==> src/hw/rtl/i2cm_pkg.sv <==
`timescale 1ns / 1ps

package i2cm_pkg;

    // action codes of an input item
    localparam logic [1:0] ACT_TICK  = 2'd0;
    localparam logic [1:0] ACT_WRITE = 2'd1;
    localparam logic [1:0] ACT_READ  = 2'd2;

    // defaults for the top-level parameters
    localparam int QUEUE_DEPTH   = 2;
    localparam logic [15:0] HALF_PERIOD_RESET = 16'd1;

    // one input item as it arrives on the pins side
    typedef struct packed {
        logic [1:0] action;
        logic [6:0] device_address;
        logic [7:0] write_data;
        logic       wide_read;
        logic       sda_in;
    } t_in_item;

    // one result item per tick
    typedef struct packed {
        logic        scl;
        logic        sda_drive_low;
        logic        busy_res;
        logic        done_res;
        logic        success;
        logic [15:0] read_data;
    } t_out_item;

    // classified request between front and engine
    typedef enum logic [1:0] {
        KIND_TICK  = 2'd0,
        KIND_WRITE = 2'd1,
        KIND_READ  = 2'd2
    } t_kind;

    typedef struct packed {
        t_kind      kind;
        logic [6:0] device_address;
        logic [7:0] write_data;
        logic       wide_read;
        logic       sda_in;
    } t_cmd;

    // bus phases, one SCL slot each
    typedef enum logic [4:0] {
        PH_IDLE    = 5'd0,
        PH_START_A = 5'd1,
        PH_START_B = 5'd2,
        PH_START_C = 5'd3,
        PH_WBIT_LO = 5'd4,
        PH_WBIT_HI = 5'd5,
        PH_ACK_LO  = 5'd6,
        PH_ACK_HI  = 5'd7,
        PH_RS_A    = 5'd8,
        PH_RS_B    = 5'd9,
        PH_RS_C    = 5'd10,
        PH_RS_D    = 5'd11,
        PH_RBIT_LO = 5'd12,
        PH_RBIT_HI = 5'd13,
        PH_MACK_LO = 5'd14,
        PH_MACK_HI = 5'd15,
        PH_NACK_HI = 5'd16,
        PH_STOP_AH = 5'd17,
        PH_STOP_A  = 5'd18,
        PH_STOP_B  = 5'd19,
        PH_STOP_C  = 5'd20,
        PH_STOP_D  = 5'd21
    } t_phase;

    // which byte of the transaction is on the bus
    typedef enum logic [2:0] {
        ST_ADDR_W  = 3'd0,
        ST_DATA    = 3'd1,
        ST_ADDR_R  = 3'd2,
        ST_READ_HI = 3'd3,
        ST_READ_LO = 3'd4
    } t_stage;

    // queue status seen by the front and the engine
    typedef struct packed {
        logic full;
        logic not_empty;
    } t_q_status;

endpackage

==> src/hw/rtl/i2cm_front.sv <==
`timescale 1ns / 1ps

module i2cm_front (
    input  logic                i_in_valid,
    input  i2cm_pkg::t_in_item  i_in_data,
    input  i2cm_pkg::t_q_status i_q_status,
    output logic                o_in_stall,
    output logic                o_push,
    output i2cm_pkg::t_cmd      o_cmd
);

    // hold the source off while the queue has no room
    assign o_in_stall = i_q_status.full;
    assign o_push     = i_in_valid && !i_q_status.full;

    // sort the action code, unused code counts as a plain tick
    always_comb begin
        unique case (i_in_data.action)
            i2cm_pkg::ACT_WRITE: begin
                o_cmd.kind = i2cm_pkg::KIND_WRITE;
            end
            i2cm_pkg::ACT_READ: begin
                o_cmd.kind = i2cm_pkg::KIND_READ;
            end
            default: begin
                o_cmd.kind = i2cm_pkg::KIND_TICK;
            end
        endcase
        o_cmd.device_address = i_in_data.device_address;
        o_cmd.write_data     = i_in_data.write_data;
        o_cmd.wide_read      = i_in_data.wide_read;
        o_cmd.sda_in         = i_in_data.sda_in;
    end

endmodule

==> src/hw/rtl/i2cm_queue.sv <==
`timescale 1ns / 1ps

module i2cm_queue #(
    parameter int DEPTH = i2cm_pkg::QUEUE_DEPTH
) (
    input  logic                i_clk,
    input  logic                i_rst_n,
    input  logic                i_push,
    input  i2cm_pkg::t_cmd      i_cmd,
    input  logic                i_pop,
    output i2cm_pkg::t_cmd      o_cmd,
    output i2cm_pkg::t_q_status o_status
);

    localparam int PW = (DEPTH > 1) ? $clog2(DEPTH) : 1;
    localparam int CW = $clog2(DEPTH + 1);
    localparam logic [PW-1:0] LAST = PW'(DEPTH - 1);
    localparam logic [CW-1:0] FULL = CW'(DEPTH);

    i2cm_pkg::t_cmd r_mem [DEPTH];
    logic [PW-1:0]  r_wr_ptr, n_wr_ptr;
    logic [PW-1:0]  r_rd_ptr, n_rd_ptr;
    logic [CW-1:0]  r_count, n_count;

    // pointer and fill count
    always_comb begin
        n_wr_ptr = r_wr_ptr;
        n_rd_ptr = r_rd_ptr;
        n_count  = r_count;
        if (i_push) begin
            n_wr_ptr = (r_wr_ptr == LAST) ? '0 : r_wr_ptr + 1'b1;
        end
        if (i_pop) begin
            n_rd_ptr = (r_rd_ptr == LAST) ? '0 : r_rd_ptr + 1'b1;
        end
        if (i_push && !i_pop) begin
            n_count = r_count + 1'b1;
        end else if (!i_push && i_pop) begin
            n_count = r_count - 1'b1;
        end
    end

    always_ff @(posedge i_clk) begin
        if (!i_rst_n) begin
            r_wr_ptr <= '0;
            r_rd_ptr <= '0;
            r_count  <= '0;
        end else begin
            r_wr_ptr <= n_wr_ptr;
            r_rd_ptr <= n_rd_ptr;
            r_count  <= n_count;
        end
    end

    // entry storage
    always_ff @(posedge i_clk) begin
        if (i_push) begin
            r_mem[r_wr_ptr] <= i_cmd;
        end
    end

    assign o_cmd              = r_mem[r_rd_ptr];
    assign o_status.full      = (r_count == FULL);
    assign o_status.not_empty = (r_count != '0);

endmodule

==> src/hw/rtl/i2cm_engine.sv <==
`timescale 1ns / 1ps

module i2cm_engine #(
    parameter logic [15:0] HALF_RESET = i2cm_pkg::HALF_PERIOD_RESET
) (
    input  logic                 i_clk,
    input  logic                 i_rst_n,
    input  logic                 i_cfg_valid,
    input  logic [15:0]          i_cfg_data,
    input  i2cm_pkg::t_cmd       i_cmd,
    input  i2cm_pkg::t_q_status  i_q_status,
    output logic                 o_pop,
    output logic                 o_out_valid,
    output i2cm_pkg::t_out_item  o_out_data,
    input  logic                 i_out_stall
);

    logic [15:0]          r_half;
    i2cm_pkg::t_phase     r_phase, n_phase, c_phase;
    i2cm_pkg::t_stage     r_stage, n_stage, c_stage;
    logic [3:0]           r_bit_count, n_bit_count, c_bit_count;
    logic [7:0]           r_shift, n_shift, c_shift;
    logic [15:0]          r_word, n_word, c_word;
    logic [15:0]          r_div, n_div, c_div;
    logic                 r_ack, n_ack, c_ack;
    logic                 r_is_read, c_is_read;
    logic [6:0]           r_addr, c_addr;
    logic [7:0]           r_data, c_data;
    logic                 r_wide, c_wide;
    logic                 w_start;
    logic                 w_busy;
    logic                 w_slot_end;
    logic                 w_master_acks;
    logic [3:0]           w_bit_inc;
    logic                 w_scl;
    logic                 w_low;
    logic                 w_done;
    i2cm_pkg::t_out_item  w_out;
    i2cm_pkg::t_out_item  r_out;
    logic                 r_out_valid;

    // one tick per pop, whenever an entry is queued and the output register can take it
    assign o_pop = i_q_status.not_empty && (!r_out_valid || !i_out_stall);

    // a request seen while idle loads a fresh transaction
    assign w_start = (r_phase == i2cm_pkg::PH_IDLE) && (i_cmd.kind != i2cm_pkg::KIND_TICK);

    // state as this tick sees it
    always_comb begin
        if (w_start) begin
            c_phase     = i2cm_pkg::PH_START_A;
            c_stage     = i2cm_pkg::ST_ADDR_W;
            c_bit_count = '0;
            c_shift     = '0;
            c_word      = '0;
            c_div       = '0;
            c_ack       = 1'b0;
            c_is_read   = (i_cmd.kind == i2cm_pkg::KIND_READ);
            c_addr      = i_cmd.device_address;
            c_data      = i_cmd.write_data;
            c_wide      = i_cmd.wide_read;
        end else begin
            c_phase     = r_phase;
            c_stage     = r_stage;
            c_bit_count = r_bit_count;
            c_shift     = r_shift;
            c_word      = r_word;
            c_div       = r_div;
            c_ack       = r_ack;
            c_is_read   = r_is_read;
            c_addr      = r_addr;
            c_data      = r_data;
            c_wide      = r_wide;
        end
    end

    // slot timer, a zero half period ends every tick
    assign w_busy        = (c_phase != i2cm_pkg::PH_IDLE);
    assign w_slot_end    = w_busy && (({1'b0, c_div} + 17'd1) >= {1'b0, r_half});
    assign w_master_acks = (c_stage == i2cm_pkg::ST_READ_HI) && c_wide;
    assign w_bit_inc     = c_bit_count + 4'd1;

    // pin levels of the current slot
    always_comb begin
        unique case (c_phase)
            i2cm_pkg::PH_START_A: begin w_scl = 1'b1; w_low = 1'b0; end
            i2cm_pkg::PH_START_B: begin w_scl = 1'b1; w_low = 1'b1; end
            i2cm_pkg::PH_START_C: begin w_scl = 1'b0; w_low = 1'b1; end
            i2cm_pkg::PH_WBIT_LO: begin w_scl = 1'b0; w_low = !c_shift[7]; end
            i2cm_pkg::PH_WBIT_HI: begin w_scl = 1'b1; w_low = !c_shift[7]; end
            i2cm_pkg::PH_ACK_LO:  begin w_scl = 1'b0; w_low = 1'b0; end
            i2cm_pkg::PH_ACK_HI:  begin w_scl = 1'b1; w_low = 1'b0; end
            i2cm_pkg::PH_RS_A:    begin w_scl = 1'b0; w_low = 1'b0; end
            i2cm_pkg::PH_RS_B:    begin w_scl = 1'b1; w_low = 1'b0; end
            i2cm_pkg::PH_RS_C:    begin w_scl = 1'b1; w_low = 1'b1; end
            i2cm_pkg::PH_RS_D:    begin w_scl = 1'b0; w_low = 1'b1; end
            i2cm_pkg::PH_RBIT_LO: begin w_scl = 1'b0; w_low = 1'b0; end
            i2cm_pkg::PH_RBIT_HI: begin w_scl = 1'b1; w_low = 1'b0; end
            i2cm_pkg::PH_MACK_LO: begin w_scl = 1'b0; w_low = w_master_acks; end
            i2cm_pkg::PH_MACK_HI: begin w_scl = 1'b1; w_low = w_master_acks; end
            i2cm_pkg::PH_NACK_HI: begin w_scl = 1'b1; w_low = 1'b0; end
            i2cm_pkg::PH_STOP_AH: begin w_scl = 1'b1; w_low = 1'b1; end
            i2cm_pkg::PH_STOP_A:  begin w_scl = 1'b0; w_low = 1'b1; end
            i2cm_pkg::PH_STOP_B:  begin w_scl = 1'b0; w_low = 1'b1; end
            i2cm_pkg::PH_STOP_C:  begin w_scl = 1'b1; w_low = 1'b1; end
            i2cm_pkg::PH_STOP_D:  begin w_scl = 1'b1; w_low = 1'b0; end
            default:              begin w_scl = 1'b1; w_low = 1'b0; end
        endcase
    end

    // result of this tick
    assign w_done = w_slot_end && (c_phase == i2cm_pkg::PH_STOP_D);
    always_comb begin
        w_out.scl           = w_scl;
        w_out.sda_drive_low = w_low;
        w_out.busy_res      = w_busy;
        w_out.done_res      = w_done;
        w_out.success       = w_done && c_ack;
        w_out.read_data     = (w_done && c_ack && c_is_read) ? c_word : 16'd0;
    end

    // next state at the end of a slot
    always_comb begin
        n_phase     = c_phase;
        n_stage     = c_stage;
        n_bit_count = c_bit_count;
        n_shift     = c_shift;
        n_word      = c_word;
        n_ack       = c_ack;
        n_div       = c_div;
        if (w_busy) begin
            n_div = w_slot_end ? 16'd0 : c_div + 16'd1;
        end
        if (w_slot_end) begin
            unique case (c_phase)
                i2cm_pkg::PH_START_A: n_phase = i2cm_pkg::PH_START_B;
                i2cm_pkg::PH_START_B: n_phase = i2cm_pkg::PH_START_C;
                i2cm_pkg::PH_START_C: begin
                    n_shift     = {c_addr, 1'b0};
                    n_bit_count = '0;
                    n_phase     = i2cm_pkg::PH_WBIT_LO;
                end
                i2cm_pkg::PH_WBIT_LO: n_phase = i2cm_pkg::PH_WBIT_HI;
                i2cm_pkg::PH_WBIT_HI: begin
                    n_shift     = {c_shift[6:0], 1'b0};
                    n_bit_count = w_bit_inc;
                    n_phase     = w_bit_inc[3] ? i2cm_pkg::PH_ACK_LO : i2cm_pkg::PH_WBIT_LO;
                end
                i2cm_pkg::PH_ACK_LO: n_phase = i2cm_pkg::PH_ACK_HI;
                i2cm_pkg::PH_ACK_HI: begin
                    if (c_stage == i2cm_pkg::ST_DATA) begin
                        // data ack of a write is not checked
                        n_phase = i2cm_pkg::PH_STOP_A;
                    end else begin
                        n_ack = !i_cmd.sda_in;
                        if (i_cmd.sda_in) begin
                            n_phase = (c_stage == i2cm_pkg::ST_ADDR_W && !c_is_read)
                                    ? i2cm_pkg::PH_NACK_HI : i2cm_pkg::PH_STOP_A;
                        end else if (c_stage == i2cm_pkg::ST_ADDR_W) begin
                            if (!c_is_read) begin
                                n_stage     = i2cm_pkg::ST_DATA;
                                n_shift     = c_data;
                                n_bit_count = '0;
                                n_phase     = i2cm_pkg::PH_WBIT_LO;
                            end else begin
                                n_phase = i2cm_pkg::PH_RS_A;
                            end
                        end else begin
                            n_stage     = i2cm_pkg::ST_READ_HI;
                            n_bit_count = '0;
                            n_word      = '0;
                            n_phase     = i2cm_pkg::PH_RBIT_LO;
                        end
                    end
                end
                i2cm_pkg::PH_RS_A: n_phase = i2cm_pkg::PH_RS_B;
                i2cm_pkg::PH_RS_B: n_phase = i2cm_pkg::PH_RS_C;
                i2cm_pkg::PH_RS_C: n_phase = i2cm_pkg::PH_RS_D;
                i2cm_pkg::PH_RS_D: begin
                    n_stage     = i2cm_pkg::ST_ADDR_R;
                    n_shift     = {c_addr, 1'b1};
                    n_bit_count = '0;
                    n_phase     = i2cm_pkg::PH_WBIT_LO;
                end
                i2cm_pkg::PH_RBIT_LO: n_phase = i2cm_pkg::PH_RBIT_HI;
                i2cm_pkg::PH_RBIT_HI: begin
                    n_word      = {c_word[14:0], i_cmd.sda_in};
                    n_bit_count = w_bit_inc;
                    n_phase     = w_bit_inc[3] ? i2cm_pkg::PH_MACK_LO : i2cm_pkg::PH_RBIT_LO;
                end
                i2cm_pkg::PH_MACK_LO: n_phase = i2cm_pkg::PH_MACK_HI;
                i2cm_pkg::PH_MACK_HI: begin
                    if (w_master_acks) begin
                        n_stage     = i2cm_pkg::ST_READ_LO;
                        n_bit_count = '0;
                        n_phase     = i2cm_pkg::PH_RBIT_LO;
                    end else begin
                        n_phase = i2cm_pkg::PH_STOP_A;
                    end
                end
                i2cm_pkg::PH_NACK_HI: n_phase = i2cm_pkg::PH_STOP_AH;
                i2cm_pkg::PH_STOP_AH: n_phase = i2cm_pkg::PH_STOP_B;
                i2cm_pkg::PH_STOP_A:  n_phase = i2cm_pkg::PH_STOP_B;
                i2cm_pkg::PH_STOP_B:  n_phase = i2cm_pkg::PH_STOP_C;
                i2cm_pkg::PH_STOP_C:  n_phase = i2cm_pkg::PH_STOP_D;
                default:              n_phase = i2cm_pkg::PH_IDLE;
            endcase
        end
    end

    // half period register
    always_ff @(posedge i_clk) begin
        if (!i_rst_n) begin
            r_half <= HALF_RESET;
        end else if (i_cfg_valid) begin
            r_half <= i_cfg_data;
        end
    end

    // transaction state, advanced once per tick
    always_ff @(posedge i_clk) begin
        if (!i_rst_n) begin
            r_phase     <= i2cm_pkg::PH_IDLE;
            r_stage     <= i2cm_pkg::ST_ADDR_W;
            r_bit_count <= '0;
            r_shift     <= '0;
            r_word      <= '0;
            r_div       <= '0;
            r_ack       <= 1'b0;
            r_is_read   <= 1'b0;
        end else if (o_pop) begin
            r_phase     <= n_phase;
            r_stage     <= n_stage;
            r_bit_count <= n_bit_count;
            r_shift     <= n_shift;
            r_word      <= n_word;
            r_div       <= n_div;
            r_ack       <= n_ack;
            r_is_read   <= c_is_read;
        end
    end

    // latched request fields
    always_ff @(posedge i_clk) begin
        if (o_pop) begin
            r_addr <= c_addr;
            r_data <= c_data;
            r_wide <= c_wide;
        end
    end

    // output register
    always_ff @(posedge i_clk) begin
        if (!i_rst_n) begin
            r_out_valid <= 1'b0;
        end else if (o_pop) begin
            r_out_valid <= 1'b1;
        end else if (!i_out_stall) begin
            r_out_valid <= 1'b0;
        end
    end

    always_ff @(posedge i_clk) begin
        if (o_pop) begin
            r_out <= w_out;
        end
    end

    assign o_out_valid = r_out_valid;
    assign o_out_data  = r_out;

    // checks
    a_success_with_done: assert property (@(posedge i_clk) disable iff (!i_rst_n)
        r_out_valid && r_out.success |-> r_out.done_res)
        else $error("success without done");

    a_data_needs_success: assert property (@(posedge i_clk) disable iff (!i_rst_n)
        r_out_valid && (r_out.read_data != 16'd0) |-> r_out.success && r_out.busy_res)
        else $error("read data on a failed or idle tick");

    a_idle_after_done: assert property (@(posedge i_clk) disable iff (!i_rst_n)
        o_pop && w_out.done_res |=> r_phase == i2cm_pkg::PH_IDLE)
        else $error("engine not idle after done");

    a_bit_count_range: assert property (@(posedge i_clk) disable iff (!i_rst_n)
        r_bit_count <= 4'd8)
        else $error("bit count past one byte");

endmodule

==> src/hw/rtl/i2c_master_register_access.sv <==
`timescale 1ns / 1ps

// Single-master I2C transaction engine, one bus tick per input request and
// exactly one result request per tick. A request with a write or read action
// while idle starts a transaction; requests that arrive while it runs count
// as plain ticks. The block sustains one request per clock while the output
// is not stalled: the front sorts each request into a small queue and the
// engine retires one tick per clock whenever the output register can take it.
// A request is written into the queue when it is taken, and its result moves
// from there into the output register when the engine pops it; the pop waits
// while the output is stalled. The half period register is written through
// the cfg channel, which is always ready; write it only while the block is idle.
module i2c_master_register_access #(
    parameter int          QUEUE_DEPTH = i2cm_pkg::QUEUE_DEPTH,
    parameter logic [15:0] HALF_RESET  = i2cm_pkg::HALF_PERIOD_RESET
) (
    input  logic                i_clk,
    input  logic                i_rst_n,
    input  logic                i_cfg_valid,
    output logic                o_cfg_ready,
    input  logic [15:0]         i_cfg_data,
    input  logic                i_in_valid,
    input  i2cm_pkg::t_in_item  i_in_data,
    output logic                o_in_stall,
    output logic                o_out_valid,
    output i2cm_pkg::t_out_item o_out_data,
    input  logic                i_out_stall
);

    i2cm_pkg::t_q_status w_q_status;
    i2cm_pkg::t_cmd      w_push_cmd;
    i2cm_pkg::t_cmd      w_head_cmd;
    logic                w_push;
    logic                w_pop;

    // config writes are always taken
    assign o_cfg_ready = 1'b1;

    // front: accept and classify
    i2cm_front u_front (
        .i_in_valid (i_in_valid),
        .i_in_data  (i_in_data),
        .i_q_status (w_q_status),
        .o_in_stall (o_in_stall),
        .o_push     (w_push),
        .o_cmd      (w_push_cmd)
    );

    // queue between front and engine
    i2cm_queue #(
        .DEPTH (QUEUE_DEPTH)
    ) u_queue (
        .i_clk    (i_clk),
        .i_rst_n  (i_rst_n),
        .i_push   (w_push),
        .i_cmd    (w_push_cmd),
        .i_pop    (w_pop),
        .o_cmd    (w_head_cmd),
        .o_status (w_q_status)
    );

    // engine: bus phases and result register
    i2cm_engine #(
        .HALF_RESET (HALF_RESET)
    ) u_engine (
        .i_clk       (i_clk),
        .i_rst_n     (i_rst_n),
        .i_cfg_valid (i_cfg_valid),
        .i_cfg_data  (i_cfg_data),
        .i_cmd       (w_head_cmd),
        .i_q_status  (w_q_status),
        .o_pop       (w_pop),
        .o_out_valid (o_out_valid),
        .o_out_data  (o_out_data),
        .i_out_stall (i_out_stall)
    );

endmodule

==> config.mk <==
export PLATFORM = sky130hd
export DESIGN_NAME = i2c_master_register_access
export DESIGN_NICKNAME = d
export VERILOG_FILES = /design/src/hw/rtl/i2cm_pkg.sv /design/src/hw/rtl/i2cm_front.sv /design/src/hw/rtl/i2cm_queue.sv /design/src/hw/rtl/i2cm_engine.sv /design/src/hw/rtl/i2c_master_register_access.sv
export SDC_FILE = /design/constraint.sdc
export NUM_CORES = 1
export LEC_CHECK = 0
export BUFFER_PORTS_ARGS = -buffer_cell sky130_fd_sc_hd__buf_2
export CORE_ASPECT_RATIO = 0.8
export CORE_UTILIZATION = 48
export DETAILED_ROUTE_END_ITERATION = 16
export GPL_TIMING_DRIVEN = 0
export PLACE_DENSITY = 0.66
export SYNTH_ARGS = -nofsm -noshare
export SYNTH_HDL_FRONTEND = slang
export SYNTH_SLANG_ARGS = --single-unit
==> constraint.sdc <==
create_clock -name i_clk -period 14.1 [get_ports i_clk]
set_clock_uncertainty 0.1 [all_clocks]
set_input_delay 1.41 -clock i_clk [delete_from_list [all_inputs] [get_ports i_clk]]
set_output_delay 1.41 -clock i_clk [all_outputs]
set_load 0.03 [all_outputs]
==> results.tsv, run 1 <==
stage	metric	value	unit
critical_path	rr_worst_depth	19	
timing	holdWs	0.369	ns
die	die_x	139	um
logic_synthesis	ys_seq_area_frac	0.521	
critical_path	slowest_delay	0.53	ns
detailed_routing	post-route-drc-count	0	
logic_synthesis	synth_top_area_frac	0.311	
timing	tns	0	ns
critical_path	path_class	flop to flop	
logic_synthesis	synth.net_count	754	
layout	utilization	0.579	
logic_synthesis	synthMostInstantiatedCell	dfxtp_1	
logic_synthesis	yosys-top-cells-count	dfxtp_1 (76), edfxtp_1 (75), nand2_1 (67), nor2_1 (61)	
global_routing	grtUsageTotal	0.239	
critical_path	r2r-end	u_engine.r_word[7]	
timing	setup_viol	0	
timing	max-slew-margin-rel	0.342	
critical_path	cp_top_family	compound AO/OA/AOI/OAI gates	
power_and_ir_drop	power_leakage	0.00301	uW
power_and_ir_drop	p_per_area	186	nW/um^2
logic_synthesis	yosys_most_used_dff	dfxtp_1	
layout	regArea	3770	um^2
logic_synthesis	synth_top_cells_by_area	edfxtp_1 (31%), dfxtp_1 (21%), mux2i_1 (4.7%)	
critical_path	crit_fanout	10	
clock_tree	clk_latency	0.43	ns
critical_path	r2r_start	u_queue.r_mem[0][18]	
clock_tree	clk_path_buf_depth	2	
clock_tree	cts_htree_levels	4	
power_and_ir_drop	ir_worst_vdd	0.133	mV
die	rows	39	
critical_path	cp_cell_sequence	o32a_2, nand2_2, clkbuf_1, and2_1, ha_1, and2_1, nand4_1, a211oi_1, xnor2_1, nor2_1, ha_1, a21oi_1, o21ai_0, a221oi_2, o221a_4, o21ai_1, a2bb2oi_2, buf_4, o2bb2ai_1	
outcome	status	completed	
power_and_ir_drop	p_sw	578	uW
layout	n_antenna_cell	0	
detailed_routing	via_per_inst	5.82	
global_routing	grt_overflow	0	
die	die_h	112	um
power_and_ir_drop	p_total	1560	uW
timing	final_hold_viol_count	0	
critical_path	startpoint	u_queue.r_mem[0][18]	
clock_tree	clkTransAtPathRegs	0.06	ns
critical_path	worst-path-stages	19	
logic_synthesis	syn_area	7250	um^2
logic_synthesis	synth_edf_count	75	
critical_path	slowest_stage	o32a_2	
power_and_ir_drop	p_comb_frac	0.325	
clock_tree	clockRootBuffer	clkbuf_16	
timing	slew_viol_final	0	
logic_synthesis	yosysTopAreaCell	edfxtp_1	
logic_synthesis	synthArstFlopShare	0	
timing	worstMarginPinSlew	0.985	ns
die	dieArea	15600	um^2
layout	final_nets	835	
logic_synthesis	synth_cell_types	72	
logic_synthesis	synthCells	695	
clock_tree	cts_setup_buffers	0	
timing	grt_setup_unrepaired	no	
detailed_routing	via_count	5667	
layout	design_area	8390	um^2
critical_path	crit_buf_inv	2	
place	dpl_cell_area	7810	um^2
power_and_ir_drop	swShare	0.370	
detailed_routing	ant_nets	0	
global_routing	grt_pass1_vias	5587	
critical_path	regToRegSetupSlack	8.40	ns
logic_synthesis	synth-seq-cells	151	
critical_path	arrival	5.92	ns
die	io_pins	64	
critical_path	critPathRequiredTime	14.32	ns
place	dp_hpwl	12800	um
place	gp_congestion	0.935	
layout	syn_to_final_growth	15.8	%
die	core	14500	um^2
timing	fmax	175	MHz
detailed_routing	routedWlPerCell	18.0	um
detailed_routing	wl	17500	um
clock_tree	numCtsBuffers	17	
global_routing	grt_max_degree	25	
worst_hold_path	hp-class	flop to flop	
clock_tree	ctsHoldBuffers	0	
die	start_util	0.500	
flow_run	maxCapViolations	0	
clock_tree	cts-resized-gates	0	
power_and_ir_drop	p_int	985	uW
critical_path	cp-end-kind	flop	
critical_path	crit_end	u_engine.r_word[7]	
power_and_ir_drop	pwr-share-clk	0.293	
layout	drive_gt1_frac	0.170	
logic_synthesis	synth.yosys.warnings	0	
layout	multi_input_area	3150	um^2
clock_tree	cts_tree	built	
detailed_routing	drtPass1Iterations	5	
timing	min_period	5.70	ns
place	io_buffer_count	61	
power_and_ir_drop	seqPwrFrac	0.383	
global_routing	antenna_found_initial	0	
logic_synthesis	synth.avg_cell_area	10.4	um^2
timing	fin_crit_sh	0.404	
global_routing	grt_pass1_wl	28700	um
detailed_routing	first_iter_violations	447	
clock_tree	cts.sink_count	151	
critical_path	cp-start-kind	flop	
layout	n_fill_cell	1230	
[worst min-delay path by stage]
| stage | slack [ns] | end | cells after the start | from |
|---|---|---|---|---|
| 2_1_floorplan | 0.33 | u_engine.r_word[15] | 2 | u_engine.r_word[15] |
| 4_1_cts | 0.37 | u_engine.r_shift[6] | 1 | u_engine.r_shift[6] |
| 5_1_grt | 0.38 | u_engine.r_word[14] | 1 | u_engine.r_word[13] |
| 3_5_place_dp | 0.35 | u_engine.r_shift[4] | 1 | u_engine.r_shift[4] |
| 6_report | 0.37 | u_engine.r_word[11] | 1 | u_engine.r_word[10] |
| 3_3_place_gp | 0.34 | u_engine.r_word[15] | 1 | u_engine.r_word[14] |
[stage by stage]
stage / std cells / setup slack, ns
2_1_floorplan: 695 / 9.68
3_3_place_gp: 940 / 8.67
3_5_place_dp: 941 / 8.56
4_1_cts: 973 / 8.52
5_1_grt: 973 / 8.10
6_report: 973 / 8.40
[kinds of logic after synthesis]
group | synth area share
AOI/OAI and AO/OA | 0.166
xor gates and xnor gates | 0.0242
adders and majority gates | 0.0328
buffers and inverters | 0.0449
DFF | 0.521
muxes | 0.0506
other | 0.000517
and+or+nand+nor | 0.161
[final cells by class]
cell class,count,share of cell area
Clock buffer,19,0.0516
Inverter,41,0.0183
Timing Repair Buffer,62,0.0388
Buffer,36,0.0206
Tap cell,184,0.0274
Clock inverter,13,0.0182
Sequential cell,151,0.450
Multi-Input combinational cell,467,0.376
[flip-flops by register name, summed over array words and instances, names as in the netlist, 7 cells and up, named ones only]
| signal | cells |
|---|---|
| u_queue.r_mem | 38 |
| u_engine.o_out_data | 21 |
| u_engine.r_div | 16 |
| u_engine.r_half | 16 |
| u_engine.r_word | 16 |
| u_engine.r_data | 8 |
| u_engine.r_shift | 8 |
| u_engine.r_addr | 7 |
[metal layers]
layer,vias up,global-route usage,share of wire
met1,2728,0.329,0.47
met3,20,0.0589,0.069
met2,189,0.374,0.45
met4,0,0.0667,0.013
met5,-,0,0
li1,2730,-,-
[power by group through the flow]
| stage | Combinational, uW | Sequential (uW) | Clock [uW] |
|---|---|---|---|
| after floorplan | 298 | 647 | 0 |
| after global placement | 481 | 609 | 0 |
| after detailed placement | 503 | 607 | 0 |
| after CTS | 505 | 599 | 462 |
| after global routing | 552 | 607 | 483 |
| final | 508 | 598 | 458 |
[cells in the final DEF, fill, tap and decap left out, drive strengths merged, types with 8 or more instances in the layout]
master / count
buf: 81
dfxtp: 76
edfxtp: 75
nand2: 68
nor2: 63
o21ai: 45
inv: 43
clkbuf: 36
mux2i: 34
a21oi: 26
nand3: 20
o2bb2ai: 20
nor4: 20
ha: 19
nor3: 15
xor2: 11
xnor2: 9
and2: 8
and3: 8
o211ai: 8
a22oi: 8
(Power assumes the default switching activity.)
==> run 2: changes to the inputs <==
==> constraint.sdc (replaced) <==
create_clock -name i_clk -period 5.6 [get_ports i_clk]
set_clock_uncertainty 0.1 [all_clocks]
set_input_delay 0.56 -clock i_clk [delete_from_list [all_inputs] [get_ports i_clk]]
set_output_delay 0.56 -clock i_clk [all_outputs]
set_load 0.03 [all_outputs]
==> run 2 against run 1 <==
- first-iteration DRC count up 1.1%
- via count up 0.49%
- sequential share of layout area down 0.17 points
- non-clock buffer count up 3
- register-to-register slack worse by 8.0 ns
- utilization up 0.22 points
- power rose to 2.5 times the previous value
- sequential cell count unchanged
==> results.tsv, run 2 (synthesized netlist as in run 1, its figures left out) <==
stage	metric	value	unit
timing	fin_ws	0.424	ns
layout	final_common_cell	dfxtp_1	
power_and_ir_drop	power_leakage	0.00303	uW
place	dp_hpwl	12800	um
detailed_routing	wl	17500	um
place	io_buffer_count	61	
critical_path	cp_cell_sequence	o32a_2, nand2_4, and2_1, ha_1, and2_1, nand4_1, a211oi_1, xnor2_1, nor2_1, ha_1, a21oi_1, o21ai_0, a221oi_2, o221a_4, o21ai_1, a2bb2oi_2, buf_4, o2bb2ai_1	
global_routing	grtUsageTotal	0.239	
outcome	status	completed	
critical_path	startpoint	u_queue.r_mem[0][18]	
timing	final_hold_viol_count	0	
layout	largest_register_ff_count	38	
layout	instances_no_fill	976	
critical_path	slowest_stage	o32a_2	
power_and_ir_drop	p_per_area	470	nW/um^2
critical_path	cp-start-kind	flop	
worst_hold_path	hold_start	i_in_data[5]	
layout	final_cell_mix	dfxtp_1 (76), edfxtp_1 (75), buf_2 (69)	
layout	syn_to_final_growth	16.2	%
clock_tree	ctsHoldBuffers	0	
clock_tree	cts.sink_count	151	
layout	n_antenna_cell	0	
clock_tree	cts_tree	built	
detailed_routing	drtPass1Iterations	5	
clock_tree	cts_htree_levels	4	
timing	setup_viol	0	
layout	top_register	u_queue.r_mem	
global_routing	grt_pass1_vias	5587	
critical_path	critPathRequiredTime	5.82	ns
critical_path	r2r-end	u_engine.r_word[9]	
place	gp_congestion	0.935	
timing	fin_crit_sh	0.924	
critical_path	cp-end-kind	flop	
critical_path	r2r_start	u_queue.r_mem[0][18]	
clock_tree	clkTransAtPathRegs	0.06	ns
layout	final_nets	838	
detailed_routing	first_iter_violations	452	
flow_run	maxCapViolations	0	
clock_tree	numCtsBuffers	17	
critical_path	regToRegSetupSlack	0.42	ns
place	pre_cts_ws	0.0569	ns
die	start_util	0.500	
clock_tree	clockRootBuffer	clkbuf_16	
die	dieArea	15600	um^2
global_routing	grt_overflow	0	
timing	max-slew-margin-rel	0.344	
timing	min_period	5.18	ns
worst_hold_path	hp-class	input pin to flop	
detailed_routing	via_count	5695	
critical_path	slowest_delay	0.53	ns
timing	fmax	193	MHz
clock_tree	clk_path_buf_depth	2	
critical_path	crit_end	u_engine.r_word[9]	
detailed_routing	via_per_inst	5.84	
layout	drive_gt1_frac	0.174	
place	numPlacedInstances	941	
global_routing	grt_pass1_wl	28700	um
power_and_ir_drop	ir_worst_vdd	0.342	mV
critical_path	path_class	flop to flop	
die	die_x	139	um
global_routing	antenna_found_initial	0	
critical_path	rr_worst_depth	18	
timing	tns	0	ns
timing	slew_viol_final	0	
clock_tree	clk_latency	0.43	ns
worst_hold_path	hold_path_depth	1	
detailed_routing	post-route-drc-count	0	
die	io_pins	64	
global_routing	grt_max_degree	25	
die	core	14500	um^2
critical_path	crit_fanout	18	
die	rows	39	
die	die_h	112	um
detailed_routing	ant_nets	0	
timing	grt_setup_unrepaired	no	
timing	worstMarginPinSlew	0.984	ns
detailed_routing	routedWlPerCell	18.0	um
critical_path	arrival	5.39	ns
run 2: through the flow:
stage | cell area [um^2] | util | total power, uW | hold WS [ns]
6_report | 8420 | 0.581 | 3960 | 0.209
5_1_grt | 8420 | 0.581 | 4160 | 0.199
4_1_cts | 8390 | 0.579 | 3940 | 0.201
3_5_place_dp | 7810 | 0.539 | 2800 | 0.351
3_3_place_gp | 7780 | 0.537 | 2740 | 0.339
2_1_floorplan | 7250 | - | 2380 | 0.329
run 2: final cells by class:
type / instances / area [um^2]
Inverter: 41 / 154
Timing Repair Buffer: 66 / 355
Buffer: 35 / 169
Sequential cell: 151 / 3770
Tap cell: 184 / 230
Clock inverter: 13 / 153
Multi-Input combinational cell: 467 / 3160
Fill cell: 1221 / 6070
Clock buffer: 19 / 433
run 2: power by group:
part / internal, uW / total, uW / switching [uW]
clock network: 696 / 1150 / 458
registers: 1430 / 1510 / 74.0
logic: 371 / 1300 / 928
run 2: worst min-delay path by stage:
stage	endpoint	slack, ns
final	u_queue.r_mem[1][5]	0.21
after CTS	u_queue.r_mem[1][15]	0.20
after global routing	u_queue.r_mem[0][5]	0.20
after global placement	u_engine.r_word[15]	0.34
after detailed placement	u_engine.r_shift[4]	0.35
after floorplan	u_engine.r_word[15]	0.33
run 2: routing by layer:
layer / track usage / vias up / share of wire
met3: 0.0589 / 18 / 0.068
met2: 0.374 / 206 / 0.45
met5: 0 / - / 0
met1: 0.329 / 2734 / 0.47
met4: 0.0667 / 0 / 0.012
li1: - / 2737 / -
run 2: repair_timing:
item | in CTS | in global routing
buffers inserted | 0 | 4
gates resized for setup | 0 | 1
endpoints found under the setup margin | 0 | 67
run 2: worst max-delay path, delay by kind of cell, from the launching register on:
kind	cells	cell delay [ns]
buf+inv	1	0.24
flops	1	0.45
compound gates	9	2.54
xor+xnor	1	0.15
fa+ha+maj	2	0.54
simple gates	5	1.02
==> run 3: changes to the inputs <==
--- a/config.mk
+++ b/config.mk
@@ -6,11 +6,14 @@
 export NUM_CORES = 1
 export LEC_CHECK = 0
 export BUFFER_PORTS_ARGS = -buffer_cell sky130_fd_sc_hd__buf_2
+export CAP_MARGIN = 20
 export CORE_ASPECT_RATIO = 0.8
+export CORE_MARGIN = 1
 export CORE_UTILIZATION = 48
 export DETAILED_ROUTE_END_ITERATION = 16
 export GPL_TIMING_DRIVEN = 0
 export PLACE_DENSITY = 0.66
+export RECOVER_POWER = 25
 export SYNTH_ARGS = -nofsm -noshare
 export SYNTH_HDL_FRONTEND = slang
 export SYNTH_SLANG_ARGS = --single-unit
==> run 3 against run 2 <==
- clock power is essentially flat
- die area is the same
- cell count grew 0.10%
- non-clock buffer count grew 1
- largest cell class unchanged
- critical endpoint is now u_engine.r_word[15]
==> results.tsv, run 3 (synthesized netlist as in run 1, its figures left out) <==
stage	metric	value	unit
die	core	14500	um^2
detailed_routing	first_iter_violations	406	
global_routing	grt_pass1_vias	5587	
global_routing	grt_overflow	0	
critical_path	path_class	flop to flop	
detailed_routing	routedWlPerCell	18.0	um
worst_hold_path	hp-class	input pin to flop	
critical_path	slowest_delay	0.53	ns
place	io_buffer_count	61	
die	die_h	112	um
die	io_pins	64	
place	numPlacedInstances	941	
critical_path	critPathRequiredTime	5.82	ns
global_routing	grt_pass1_wl	28700	um
power_and_ir_drop	ir_worst_vdd	0.339	mV
timing	worstMarginPinSlew	1.03	ns
detailed_routing	drtPass1Iterations	10	
timing	slew_viol_final	0	
global_routing	met2_usage	0.374	
clock_tree	cts.sink_count	151	
critical_path	r2r-end	u_engine.r_word[15]	
timing	fmax	194	MHz
timing	setup_viol	0	
global_routing	grtUsageTotal	0.239	
clock_tree	clockRootBuffer	clkbuf_16	
timing	final_hold_viol_count	0	
detailed_routing	post-route-drc-count	0	
timing	min_period	5.16	ns
global_routing	grt_max_degree	25	
die	die_x	139	um
timing	grt_setup_unrepaired	no	
timing	max-slew-margin-rel	0.317	
critical_path	crit_buf_inv	1	
critical_path	slowest_stage	o32a_2	
outcome	status	completed	
layout	top_register	u_queue.r_mem	
global_routing	grt_use_met3	0.0589	
critical_path	rr_worst_depth	18	
critical_path	crit_fanout	18	
clock_tree	clk_latency	0.44	ns
critical_path	r2r_start	u_queue.r_mem[0][18]	
clock_tree	clkTransAtPathRegs	0.06	ns
layout	syn_to_final_growth	16.1	%
place	gp_congestion	0.935	
detailed_routing	via_count	5688	
timing	tns	0	ns
clock_tree	cts_tree	built	
timing	fin_crit_sh	0.921	
die	dieArea	15600	um^2
global_routing	gr-max-usage-layer	met2	
critical_path	cp-end-kind	flop	
power_and_ir_drop	p_per_area	471	nW/um^2
critical_path	cp_top_family	compound AO/OA/AOI/OAI gates	
layout	final_cell_mix	dfxtp_1 (76), edfxtp_1 (75), nand2_1 (67)	
clock_tree	clk_path_buf_depth	2	
layout	final_nets	839	
detailed_routing	wl	17600	um
detailed_routing	ant_nets	0	
layout	n_antenna_cell	0	
power_and_ir_drop	p_total	3960	uW
critical_path	crit_end	u_engine.r_word[15]	
layout	instances_no_fill	977	
place	dp_hpwl	12800	um
critical_path	cp-start-kind	flop	
critical_path	cp_cell_sequence	o32a_2, nand2_4, and2_1, ha_1, and2_1, nand4_1, a211oi_1, xnor2_1, nor2_1, ha_1, a21oi_1, o21ai_0, a221oi_2, o221a_4, o21ai_1, a2bb2oi_2, buf_4, o2bb2ai_1	
layout	n_fill_cell	1224	
timing	holdWs	0.207	ns
critical_path	regToRegSetupSlack	0.44	ns
clock_tree	numCtsBuffers	17	
power_and_ir_drop	power_leakage	0.00301	uW
layout	drive_gt1_frac	0.163	
critical_path	startpoint	u_queue.r_mem[0][18]	
layout	largest_register_ff_count	38	
layout	final_common_cell	dfxtp_1	
detailed_routing	via_per_inst	5.82	
clock_tree	cts_htree_levels	4	
flow_run	maxCapViolations	0	
critical_path	arrival	5.38	ns
die	start_util	0.500	
global_routing	use_met1	0.329	
critical_path	worst-path-stages	18	
global_routing	antenna_found_initial	0	
die	rows	39	
==> run 3: cell types whose count changed in the layout (fill, tap and decap cells not counted) <==
cell,delta
buf_2,-8
clkbuf_1,+8
buf_1,+1
nor2_1,+1
nor2_2,-1
==> run 3: cell type report <==
| class | count | area (um^2) | area share |
|---|---|---|---|
| buffer | 35 | 169 | 0.0201 |
| clock buffer | 19 | 433 | 0.0514 |
| clock inverter | 13 | 153 | 0.0181 |
| inverter | 41 | 154 | 0.0183 |
| multi-input combinational | 467 | 3150 | 0.375 |
| sequential | 151 | 3770 | 0.448 |
| tap | 184 | 230 | 0.0274 |
| timing repair buffer | 67 | 349 | 0.0415 |
==> run 3: per-stage QoR <==
step / setup WS [ns] / instance area, um^2 / util
6_report: 0.441 / 8420 / 0.581
5_1_grt: 0.127 / 8420 / 0.581
4_1_cts: 0.0201 / 8390 / 0.579
3_5_place_dp: 0.0569 / 7810 / 0.539
3_3_place_gp: 0.173 / 7780 / 0.537
2_1_floorplan: 1.18 / 7250 / -
==> run 3: worst min path at each step <==
stage / startpoint / end / slack, ns / depth (start not counted)
after global placement: u_engine.r_word[14] / u_engine.r_word[15] / 0.34 / 1
after detailed placement: u_engine.r_shift[4] / u_engine.r_shift[4] / 0.35 / 1
final: i_in_data[5] / u_queue.r_mem[1][5] / 0.21 / 1
after CTS: i_in_data[15] / u_queue.r_mem[1][15] / 0.20 / 1
after global routing: i_in_data[5] / u_queue.r_mem[0][5] / 0.20 / 1
after floorplan: u_engine.r_word[15] / u_engine.r_word[15] / 0.33 / 2
==> run 3: power by group <==
part           internal, uW  switching [uW]  total, uW
registers              1430            75.1       1510
logic                   368             932       1300
clock network           696             459       1160
total                  2500            1470       3960
==> run 3: routing by layer <==
metal | vias to the layer above | part of all wire | wire [um]
li1 | 2739 | - | -
met1 | 2734 | 0.47 | 8290
met2 | 198 | 0.45 | 7910
met3 | 17 | 0.069 | 1220
met4 | 0 | 0.011 | 197
met5 | - | 0 | 0
==> run 3: worst register-to-register path: stages (launching register included) <==
cell       delay [ns]
edfxtp_1         0.45
o32a_2           0.53
nand2_4          0.22
and2_1           0.23
ha_1             0.21
and2_1           0.20
nand4_1          0.27
a211oi_1         0.35
xnor2_1          0.15
nor2_1           0.07
ha_1             0.33
a21oi_1          0.13
o21ai_0          0.19
a221oi_2         0.45
o221a_4          0.34
o21ai_1          0.11
a2bb2oi_2        0.36
buf_4            0.25
o2bb2ai_1        0.09
==> run 3: what timing repair did <==
item | 4_1_cts | 5_1_grt
setup endpoints to repair | 0 | 67
hold buffers | 0 | 0
buffers inserted | 0 | 4
resized for setup | 0 | 1
